===== config.mk =====
export PLATFORM = sky130hd
export DESIGN_NAME = lrct_front
export DESIGN_NICKNAME = d
export VERILOG_FILES = /design/src/rtl/line_request_coalescing_table_assert.svh /design/src/rtl/lrct_pkg.sv /design/src/rtl/lrct_front.sv
export SDC_FILE = /design/constraint.sdc
export NUM_CORES = 1
export LEC_CHECK = 0
export ABC_CLOCK_PERIOD_IN_PS = 4650
export BUFFER_PORTS_ARGS = -buffer_cell sky130_fd_sc_hd__buf_2
export CORE_MARGIN = 5
export CORE_UTILIZATION = 40
export CTS_BUF_LIST = sky130_fd_sc_hd__clkbuf_2
export DETAILED_ROUTE_END_ITERATION = 16
export GPL_TIMING_DRIVEN = 1
export PLACE_DENSITY = 0.63
export REMOVE_ABC_BUFFERS = 1
export SLEW_MARGIN = 20
export SYNTH_ARGS = -nofsm -noshare
export SYNTH_HDL_FRONTEND = slang
export SYNTH_SLANG_ARGS = --single-unit

===== constraint.sdc =====
create_clock -name clk -period 4.65 [get_ports clk]
set_input_delay 0.465 -clock clk [delete_from_list [all_inputs] [get_ports clk]]
set_output_delay 0.465 -clock clk [all_outputs]
set_load 0.05 [all_outputs]

===== src/rtl/line_request_coalescing_table_assert.svh =====
// ----------------------------------------------------------------------------
// Assertion macros for the line request coalescing table
// Clocked, reset-gated property wrappers used by the top-level table module.
// ----------------------------------------------------------------------------
`ifndef LINE_REQUEST_COALESCING_TABLE_ASSERT_SVH
`define LINE_REQUEST_COALESCING_TABLE_ASSERT_SVH

// antecedent implies consequent in the same cycle
`define LRCT_ASSERT_IMPL(label, clk, rst_n, ante, cons) \
	label: assert property (@(posedge clk) disable iff (!(rst_n)) (ante) |-> (cons)) \
		else $error("lrct assertion failed");

// antecedent implies consequent in the next cycle
`define LRCT_ASSERT_NEXT(label, clk, rst_n, ante, cons) \
	label: assert property (@(posedge clk) disable iff (!(rst_n)) (ante) |=> (cons)) \
		else $error("lrct assertion failed");

`endif


===== src/rtl/lrct_pkg.sv =====
// ----------------------------------------------------------------------------
// lrct_pkg
// Types, codes and defaults shared by the coalescing table modules.
// ----------------------------------------------------------------------------
package lrct_pkg;

	localparam int LINE_SLOTS_DEF     = 16;
	localparam int WORDS_PER_LINE_DEF = 8;
	localparam int QUEUE_DEPTH        = 2;

	localparam logic [1:0] ACT_ADD   = 2'd0;
	localparam logic [1:0] ACT_DRAIN = 2'd1;

	localparam logic [2:0] ST_ADDED       = 3'd0;
	localparam logic [2:0] ST_NO_LINE     = 3'd1;
	localparam logic [2:0] ST_WORDS_FULL  = 3'd2;
	localparam logic [2:0] ST_DRAINED     = 3'd3;
	localparam logic [2:0] ST_DRAIN_MISS  = 3'd4;
	localparam logic [2:0] ST_CLEARED     = 3'd5;

	typedef struct packed {
		logic [1:0]  action;
		logic [47:0] line_address;
		logic [15:0] iteration;
		logic [15:0] word_id;
	} req_t;

	typedef struct packed {
		logic [2:0]  status;
		logic [15:0] entry_iteration;
		logic [15:0] entry_word;
		logic        last;
		logic        table_full;
	} rsp_t;

	typedef enum logic [1:0] {
		OP_ADD   = 2'd0,
		OP_DRAIN = 2'd1,
		OP_CLEAR = 2'd2
	} op_t;

	typedef struct packed {
		op_t         op;
		logic [47:0] line_address;
		logic [15:0] iteration;
		logic [15:0] word_id;
	} cmd_t;

endpackage


===== src/rtl/lrct_front.sv =====
// ----------------------------------------------------------------------------
// lrct_front
// Accepts request words, decodes the action and queues commands for the back.
// ----------------------------------------------------------------------------
module lrct_front (
	input  logic           clk,
	input  logic           arst_n,
	input  logic           req_valid,
	output logic           req_ready,
	input  lrct_pkg::req_t req,
	output logic           cmd_valid,
	input  logic           cmd_pop,
	output lrct_pkg::cmd_t cmd
);
	import lrct_pkg::*;

	localparam int PW = (QUEUE_DEPTH > 1) ? $clog2(QUEUE_DEPTH) : 1;
	localparam int CW = $clog2(QUEUE_DEPTH + 1);

	cmd_t          queue_q [QUEUE_DEPTH];
	logic [PW-1:0] wr_ptr_q;
	logic [PW-1:0] rd_ptr_q;
	logic [CW-1:0] count_q;
	cmd_t          cmd_in;
	logic          push;
	logic          pop;

	function automatic logic [PW-1:0] ptr_next(input logic [PW-1:0] p);
		logic [PW-1:0] r;
		if (p == PW'(QUEUE_DEPTH - 1))
			r = '0;
		else
			r = p + PW'(1);
		return r;
	endfunction

	// high action bit means clear, the unused code included
	always_comb begin
		cmd_in.line_address = req.line_address;
		cmd_in.iteration    = req.iteration;
		cmd_in.word_id      = req.word_id;
		if (req.action[1])
			cmd_in.op = OP_CLEAR;
		else if (req.action == ACT_DRAIN)
			cmd_in.op = OP_DRAIN;
		else
			cmd_in.op = OP_ADD;
	end

	assign req_ready = (count_q != CW'(QUEUE_DEPTH));
	assign cmd_valid = (count_q != '0);
	assign cmd       = queue_q[rd_ptr_q];
	assign push      = req_valid && req_ready;
	assign pop       = cmd_pop && cmd_valid;

	always_ff @(posedge clk or negedge arst_n) begin
		if (!arst_n) begin
			wr_ptr_q <= '0;
			rd_ptr_q <= '0;
			count_q  <= '0;
		end else begin
			if (push)
				wr_ptr_q <= ptr_next(wr_ptr_q);
			if (pop)
				rd_ptr_q <= ptr_next(rd_ptr_q);
			if (push && !pop)
				count_q <= count_q + CW'(1);
			else if (pop && !push)
				count_q <= count_q - CW'(1);
		end
	end

	always_ff @(posedge clk) begin
		if (push)
			queue_q[wr_ptr_q] <= cmd_in;
	end

endmodule


==> results of run 1 <==
-- layout by cell type (no fill, tap or decap), types with 2 or more instances in the layout --
cell             n
dlygate4sd3_1   84
xnor2_1          3
bufinv_16        2
buf_2          169
nand2_1          2
clkbuf_2        19
edfxtp_1       164
clkinv_2         4
xor2_1           2
dfrtp_1          3
clkinv_1         3
buf_4            5
mux2_4          70
mux2_2          12
-- cells in the mapped netlist --
cell type / count
buf_12: 7
nor2b_1: 1
buf_2: 1
inv_1: 1
or2_2: 1
nor2_1: 2
mux2_4: 70
xor2_1: 2
ha_1: 1
nand2b_1: 1
nand2_1: 2
xnor2_1: 3
edfxtp_1: 164
and3_1: 1
buf_6: 1
dfrtp_1: 4
mux2_2: 12
-- through the flow --
stage | hold slack, ns | setup slack, ns | instance area (sq um) | TNS, ns | std cells
after global routing | 0.0347 | 1.03 | 8520 | 0 | 769
after detailed placement | 0.277 | 1.97 | 7480 | 0 | 655
after global placement | 0.271 | 1.99 | 7480 | 0 | 655
after floorplan | 0.169 | -0.363 | 6310 | -29.78 | 265
final | 0.135 | 1.28 | 8520 | 0 | 769
after CTS | 0.0125 | 1.08 | 8520 | 0 | 769
-- repair_timing --
item	4_1_cts	5_1_grt
setup endpoints to repair	0	0
hold endpoints to repair	169	0
hold buffers	84	0
-- per-layer routing --
layer,up-vias,wire length (um)
li1,1616,-
met1,1669,4920
met2,103,6390
met3,13,819
met4,0,195
met5,-,0
-- worst max-delay path: stages, from the launching register on --
cell	delay [ns]
dfrtp_4	1.02
buf_4	0.58
mux2_2	0.40
buf_2	0.21
-- power groups by stage --
stage                     Combinational [uW]  Sequential, uW  Clock (uW)
final                                   2590            2260         695
after global routing                    2700            2300         792
after CTS                               2630            2270         735
after detailed placement                2570            2300           0
after global placement                  2560            2280           0
after floorplan                         2080            2340           0
-- state kept, by name, summed over array words and instances (netlist names) --
name,count
count_q,2
wr_ptr_q,1
queue_q,164
rd_ptr_q,1
-- worst min-delay path by stage --
| stage | slack [ns] | startpoint | end | cells past startpoint |
|---|---|---|---|---|
| after global routing | 0.03 | req[80] | queue_q[1][80]$_DFFE_PP_ | 2 |
| after global placement | 0.27 | arst_n | count_q[0]$_DFFE_PN0P_ | 1 |
| after CTS | 0.01 | req_valid | wr_ptr_q$_DFFE_PN0P_ | 3 |
| after detailed placement | 0.28 | arst_n | count_q[0]$_DFFE_PN0P_ | 1 |
| after floorplan | 0.17 | arst_n | count_q[0]$_DFFE_PN0P_ | 0 |
| final | 0.14 | req_valid | wr_ptr_q$_DFFE_PN0P_ | 3 |
-- area by class of cell --
class | count | area [sq um] | area share (%)
inverters | 1 | 3.75 | 0.0440
clock inverters | 11 | 108 | 1.26
flip-flops and latches | 168 | 5030 | 59.0
repair buffers | 258 | 1720 | 20.2
well taps | 216 | 270 | 3.17
clock buffers | 19 | 95.1 | 1.12
multi-input cells | 96 | 1290 | 15.2
-- kinds of logic after synthesis --
kind of cell / after synthesis / share of synthesized area [%]
mux: 82 / 18.3
fa+ha+maj: 1 / 0.193
xor+xnor: 5 / 0.677
simple gates: 8 / 0.619
buf+inv: 10 / 2.48
flops: 168 / 77.7
==> results_dict.tcl, run 1 <==
set metrics [dict create \
    status "complete, no violations" \
    drive_gt1_share_pct 51.9 \
    worstSetupPathType "register to primary output" \
    postCtsSetupBuffers 0 \
    skew_ns 0.0191 \
    finalSetupViolCount 0 \
    die_x_um 137 \
    use_met2_pct 22.8 \
    cp.arrival_ns 2.91 \
    regToRegSetupSlack_ns 2.44 \
    peakVddDrop_v 0.000371 \
    wl_per_cell_um 16.0 \
    antenna_cells 0 \
    core_area_sq_um 15900 \
    cts_root_buffer "clkbuf_2" \
    grt_pass1_wl_mm 18.9 \
    detail-route-antenna-nets 0 \
    r2r-end "queue_q[1][42]$_DFFE_PP_" \
    r2r-start "count_q[0]$_DFFE_PN0P_" \
    cts.path.max_buffers 2 \
    cts_tree "yes" \
    critPathCaptureType "primary output" \
    crit_end "cmd[58]" \
    yosys-top-cells-area "edfxtp_1 (76%), mux2_4 (16%), buf_12 (2.2%)" \
    p_leak_uw 0.00341 \
    die-area_sq_um 18800 \
    layout_min_cycle_time_ns 3.37 \
    cts_resized 0 \
    cts_sinks 168 \
    synth_cells 274 \
    max_slew_margin_pct 43.9 \
    syn_area_per_cell_sq_um 23.6 \
    grt_pass1_vias 3731 \
    finalCritPeriodShare_pct 72.5 \
    die_h_um 137 \
    gp_congestion 0.663 \
    grt_use_total_pct 13.3 \
    hold_viol_final 0 \
    fillCellCount 1315 \
    total_power_uw 5540 \
    drc 0 \
    pwr-share-comb_pct 46.7 \
    row_count 46 \
    io_buffers 169 \
    busiest_layer "met2" \
    critPathMaxFanout 46 \
    timing.critical_path.from "rd_ptr_q$_DFFE_PN0P_" \
    max_freq_ghz 0.297 \
    yosysWarnings 0 \
    seq_area_frac_synth_pct 77.7 \
    grt_max_degree 58 \
    start_kind "register" \
    cp.required_ns 4.18 \
    drt_wl_total_mm 12.3 \
    p_per_area_nw_per_um2 650 \
    fin_util_pct 53.7 \
    worstMarginPinSlew_ns 0.842 \
    final_max_slew_viol_count 0 \
    synth.ff_latch_count 168 \
    grt_util_met1_pct 15.2 \
    clkPwrFrac_pct 12.5 \
    fin_nets 629 \
    synth.largest_area_cell "edfxtp_1" \
    syn_to_final_growth_pct 31.8 \
    start_util_pct 40.7 \
    grt_use_met3_pct 4.56 \
    drtPass1Iterations 4 \
    swShare_pct 43.0 \
    cts.htree.levels 4 \
    rr_worst_depth 3 \
    grt_overflow 0 \
    synth_top_area_share_pct 76.1 \
    hp-class "primary input to register" \
    io_pins 170 \
    seq_power_share_pct 40.8 \
    cts.clk_slew.worst_paths_ns 0.20 \
    synth.cell_area_sq_um 6470 \
    rsz0062_at_grt "no" \
    p_switching_uw 2380 \
    intPower_uw 3160 \
    first_iter_violations 164 \
    hpwl_mm 7.57 \
    clock_latency_ns 0.67 \
    viasPerCell 4.42 \
    cap_violations 0 \
    vias 3401 \
    yosysUniqueCellTypes 17 \
    antenna_found_initial 0 \
    cts_inserted_buffers 17 \
]
Note: power is estimated with default switching activity, not from simulation.
==> inputs of run 2 (changes only) <==
Settings changed: ABC_CLOCK_PERIOD_IN_PS 4650 to 2700.
Clock period 4.65 ns to 2.7 ns, I/O delays scaled along.
==> results_dict.tcl, run 2 (synthesized netlist as in run 1, its figures left out) <==
set metrics [dict create \
    peakVddDrop_v 0.000613 \
    fin_nets 635 \
    status "complete, no violations" \
    dp_slack_ns 0.961 \
    viasPerCell 4.39 \
    die-area_sq_um 18800 \
    antenna_found_initial 0 \
    max_slew_margin_pct 60.1 \
    cts_root_buffer "clkbuf_2" \
    dr_wl_met3_um 861 \
    drc 0 \
    start_util_pct 40.7 \
    finalSetupViolCount 0 \
    cts_sinks 168 \
    drive_gt1_share_pct 52.8 \
    pwr-share-comb_pct 47.2 \
    hpwl_mm 7.56 \
    p_switching_uw 4220 \
    antenna_cells 0 \
    largest_reg_flops 164 \
    seq_power_share_pct 37.4 \
    grt_pass1_vias 3811 \
    fin_setup_tns_ns 0 \
    grt_pass1_wl_mm 18.5 \
    grt_use_total_pct 13.0 \
    io_pins 170 \
    multi_input_area_sq_um 1290 \
    vias 3410 \
    wl_per_cell_um 15.4 \
    finalCritPeriodShare_pct 90.1 \
    topRoutingLayerUsed "met4" \
    cts_tree "yes" \
    drtPass1Iterations 4 \
    grt_overflow 0 \
    worstMarginPinSlew_ns 0.599 \
    first_iter_violations 125 \
    row_count 46 \
    hp-class "primary input to register" \
    swShare_pct 42.4 \
    clkPwrFrac_pct 15.4 \
    worst_slack_ns 0.267 \
    cp.arrival_ns 2.16 \
    gp_congestion 0.680 \
    top_regs "queue_q x164, count_q x2" \
    grt_max_degree 45 \
    holdWs_ns 0.241 \
    rsz0062_at_grt "no" \
    cap_violations 0 \
    cts.clk_slew.worst_paths_ns 0.25 \
    die_x_um 137 \
    start_kind "register" \
    layout_common_cells "buf_2 (169), edfxtp_1 (164), dlygate4sd3_1 (86)" \
    max_freq_ghz 0.411 \
    regArea_sq_um 5030 \
    largest-register "queue_q" \
    skew_ns 0.0309 \
    layout_min_cycle_time_ns 2.43 \
    routedLengthMet1_mm 4.88 \
    drt_wl_total_mm 12.0 \
    die_h_um 137 \
    io_buffers 169 \
    detail-route-antenna-nets 0 \
    fillCellCount 1282 \
    critPathCaptureType "primary output" \
    worstSetupPathType "register to primary output" \
    clock_latency_ns 0.72 \
    regToRegSetupSlack_ns 0.96 \
    p_per_area_nw_per_um2 1140 \
    cts_inserted_buffers 17 \
    wl_met2_mm 6.12 \
    final_max_slew_viol_count 0 \
    syn_to_final_growth_pct 34.6 \
    core_area_sq_um 15900 \
    p_leak_uw 0.00348 \
    cts.path.max_buffers 2 \
    intPower_uw 5740 \
    hold_viol_final 0 \
    final_common_cell "buf_2" \
    cts.htree.levels 4 \
    critPathMaxFanout 35 \
    cp.required_ns 2.43 \
]
run 2: cell types whose count changed in the layout (fill, tap and decap cells not counted), moves of 3 or more:
cell and delta:
clkinv_1 -3, buf_12 +3, inv_6 +4, clkinv_2 -4, clkinvlp_4 +3
run 2: layer usage:
metal	GRT usage (%)	vias to the layer above
met4	4.49	0
met3	5.15	11
li1	-	1630
met5	0	-
met2	22.2	113
met1	14.9	1656
run 2: timing repair:
action	4_1_cts	5_1_grt
endpoints found under the setup margin	0	35
gates resized for setup	0	0
hold buffers	86	0
hold endpoints to repair	180	0
setup buffers	0	3
run 2: path summary, 6_finish.rpt:
kind,end,depth (start not counted),startpoint
hold / removal,queue_q[0][29]$_DFFE_PP_,2,req[29]
max in group asynchronous,wr_ptr_q$_DFFE_PN0P_,3,arst_n
min in group asynchronous,rd_ptr_q$_DFFE_PN0P_,3,arst_n
hold reg to reg,count_q[1]$_DFFE_PN0P_,1,count_q[1]$_DFFE_PN0P_
setup reg to reg,queue_q[1][27]$_DFFE_PP_,3,count_q[0]$_DFFE_PN0P_
setup / recovery,cmd[61],3,rd_ptr_q$_DFFE_PN0P_
run 2: cell type report:
type	instances	area share, %
clock buffers	17	0.977
clock inverters	15	2.46
inverters	1	0.0431
multi-input cells	96	14.9
flip-flops and latches	168	57.7
well taps	216	3.10
repair buffers	264	20.8
run 2: worst max-delay path, cell delays in order (launching register included):
cell and delay (ns):
dfrtp_4 0.54, buf_12 0.26, mux2_2 0.38, buf_2 0.22
run 2: power by group through the flow:
stage | Combinational [uW] | Clock, uW | Sequential (uW)
floorplan | 3590 | 0 | 4030
CTS | 4720 | 1610 | 3760
detailed placement | 4610 | 0 | 3820
finish | 4700 | 1530 | 3730
global route | 4920 | 1710 | 3780
global placement | 4590 | 0 | 3790
run 2: stage by stage:
stage,utilization (%),power [uW],cell area [sq um],instances
final,54.8,9960,8710,777
after global routing,54.8,10400,8710,777
after CTS,54.7,10100,8690,774
after detailed placement,47.4,8430,7530,656
after global placement,47.4,8380,7530,656
after floorplan,-,7620,6310,265
==> inputs of run 3 (changes only) <==
Settings changed: ABC_CLOCK_PERIOD_IN_PS 2700 to 2300, PLACE_DENSITY 0.63 to 0.6.
Clock period 2.7 ns to 2.3 ns, I/O delays scaled along.
==> results_dict.tcl, run 3 (synthesized netlist as in run 1, its figures left out) <==
set metrics [dict create \
    status "complete, no violations" \
    rr_worst_depth 3 \
    max_slew_margin_pct 69.8 \
    timing.critical_path.from "rd_ptr_q$_DFFE_PN0P_" \
    cts.clk_slew.worst_paths_ns 0.21 \
    vias 3544 \
    worstPathCellList "buf_12 -> buf_12 -> mux2_4 -> buf_8" \
    worstMarginPinSlew_ns 0.453 \
    critPathMaxStageDelay_ns 0.55 \
    max_freq_ghz 0.445 \
    final_max_slew_viol_count 0 \
    largest_reg_flops 164 \
    postPlaceCellArea_sq_um 7580 \
    row_count 46 \
    critPathCaptureType "primary output" \
    viasPerCell 4.50 \
    grt_max_degree 58 \
    layout_common_cells "edfxtp_1 (164), buf_2 (87), dlygate4sd3_1 (86)" \
    cts.htree.levels 4 \
    largest-register "queue_q" \
    regToRegSetupSlack_ns 0.59 \
    grt_use_total_pct 14.3 \
    layout_min_cycle_time_ns 2.25 \
    regArea_sq_um 5030 \
    fin_nets 646 \
    rsz0062_at_grt "yes" \
    cts_sinks 168 \
    p_leak_uw 0.00373 \
    hp-class "primary input to register" \
    multi_input_area_sq_um 1310 \
    cts_tree "yes" \
    io_buffers 169 \
    gp_congestion 0.707 \
    die_x_um 137 \
    core_area_sq_um 15900 \
    holdPathStages 2 \
    drtPass1Iterations 4 \
    finalSetupViolCount 0 \
    hpwl_mm 7.99 \
    grt_pass1_vias 3894 \
    start_util_pct 40.7 \
    final_common_cell "edfxtp_1" \
    cts.path.max_buffers 2 \
    grt_pass1_wl_mm 19.8 \
    die_h_um 137 \
    cap_violations 0 \
    cp.required_ns 2.07 \
    die-area_sq_um 18800 \
    cts_inserted_buffers 17 \
    placed_cells 660 \
    first_iter_violations 208 \
    drt_wl_total_mm 13.7 \
    cp.arrival_ns 2.02 \
    start_kind "register" \
    antenna_cells 0 \
    top_regs "queue_q x164, count_q x2" \
    fillCellCount 1214 \
    drc 0 \
    finalCritPeriodShare_pct 97.8 \
    drive_gt1_share_pct 53.1 \
    io_pins 170 \
    grt_overflow 0 \
    worstSetupPathType "register to primary output" \
    r2r-start "count_q[0]$_DFFE_PN0P_" \
    clock_latency_ns 0.70 \
    hp-start "req[48]" \
    detail-route-antenna-nets 0 \
    critPathMaxFanout 15 \
    wl_per_cell_um 17.3 \
    cts_root_buffer "clkbuf_2" \
    p_per_area_nw_per_um2 1370 \
    hold_viol_final 0 \
    instances_no_fill 787 \
    cp_slowest_cell "dfrtp_4" \
    skew_ns 0.0251 \
    fin_area_sq_um 9320 \
    crit_top_cell "buf_12" \
    peakVddDrop_v 0.000685 \
    syn_to_final_growth_pct 44.2 \
    holdWs_ns 0.240 \
    antenna_found_initial 0 \
]
-- run 3: cell types whose count changed in the layout (fill, tap and decap cells not counted), sizes merged --
cell	change
buf	+9
inv	-6
clkbuf	+5
clkinv	+5
clkinvlp	-2
bufinv	-1
-- run 3: through the flow --
stage	power, uW	setup TNS (ns)	utilization (%)	worst slack, ns
2_1_floorplan	8580	-423.52	-	-2.71
3_3_place_gp	9950	0	47.7	0.498
3_5_place_dp	10000	0	47.7	0.468
4_1_cts	12400	-4.25	57.2	-0.0967
5_1_grt	13300	-6.65	58.7	-0.113
6_report	12800	0	58.7	0.0515
-- run 3: report_power, final --
part | total, uW | internal [uW] | switching, uW
clock | 1540 | 596 | 946
sequential | 4370 | 4180 | 194
combinational | 6870 | 2860 | 4010
-- run 3: final timing paths --
check | endpoint
max | cmd[16]
min | queue_q[1][48]$_DFFE_PP_
max reg2reg | queue_q[1][49]$_DFFE_PP_
min reg2reg | count_q[1]$_DFFE_PN0P_
max in group asynchronous | rd_ptr_q$_DFFE_PN0P_
min in group asynchronous | count_q[0]$_DFFE_PN0P_
-- run 3: area by class of cell --
cell class,count,share of cell area [%]
multi-input combinational,96,14.0
tap,216,2.90
timing repair buffer,275,26.6
clock inverter,11,1.41
clock buffer,20,1.07
inverter,1,0.0403
sequential,168,53.9
-- run 3: per-layer routing --
layer	vias up	wire length, um	GRT usage (%)
met4	0	251	5.43
met3	21	824	4.89
met2	112	7220	25.3
met1	1754	5350	15.8
li1	1657	-	-
met5	-	0	0
-- run 3: repair_timing --
action                     CTS  global route
pin swaps                    0             0
gates cloned                 0             4
setup buffers                3             3
hold buffers                86             0
hold endpoints to repair   171             0
resized for setup          124            61
setup endpoints to repair   82            82
-- run 3: critical path: cells and delay by family (launching register included) --
family                 cells  cell delay, ns
multiplexers               1            0.32
buffers and inverters      3            0.47
flip-flops                 1            0.55
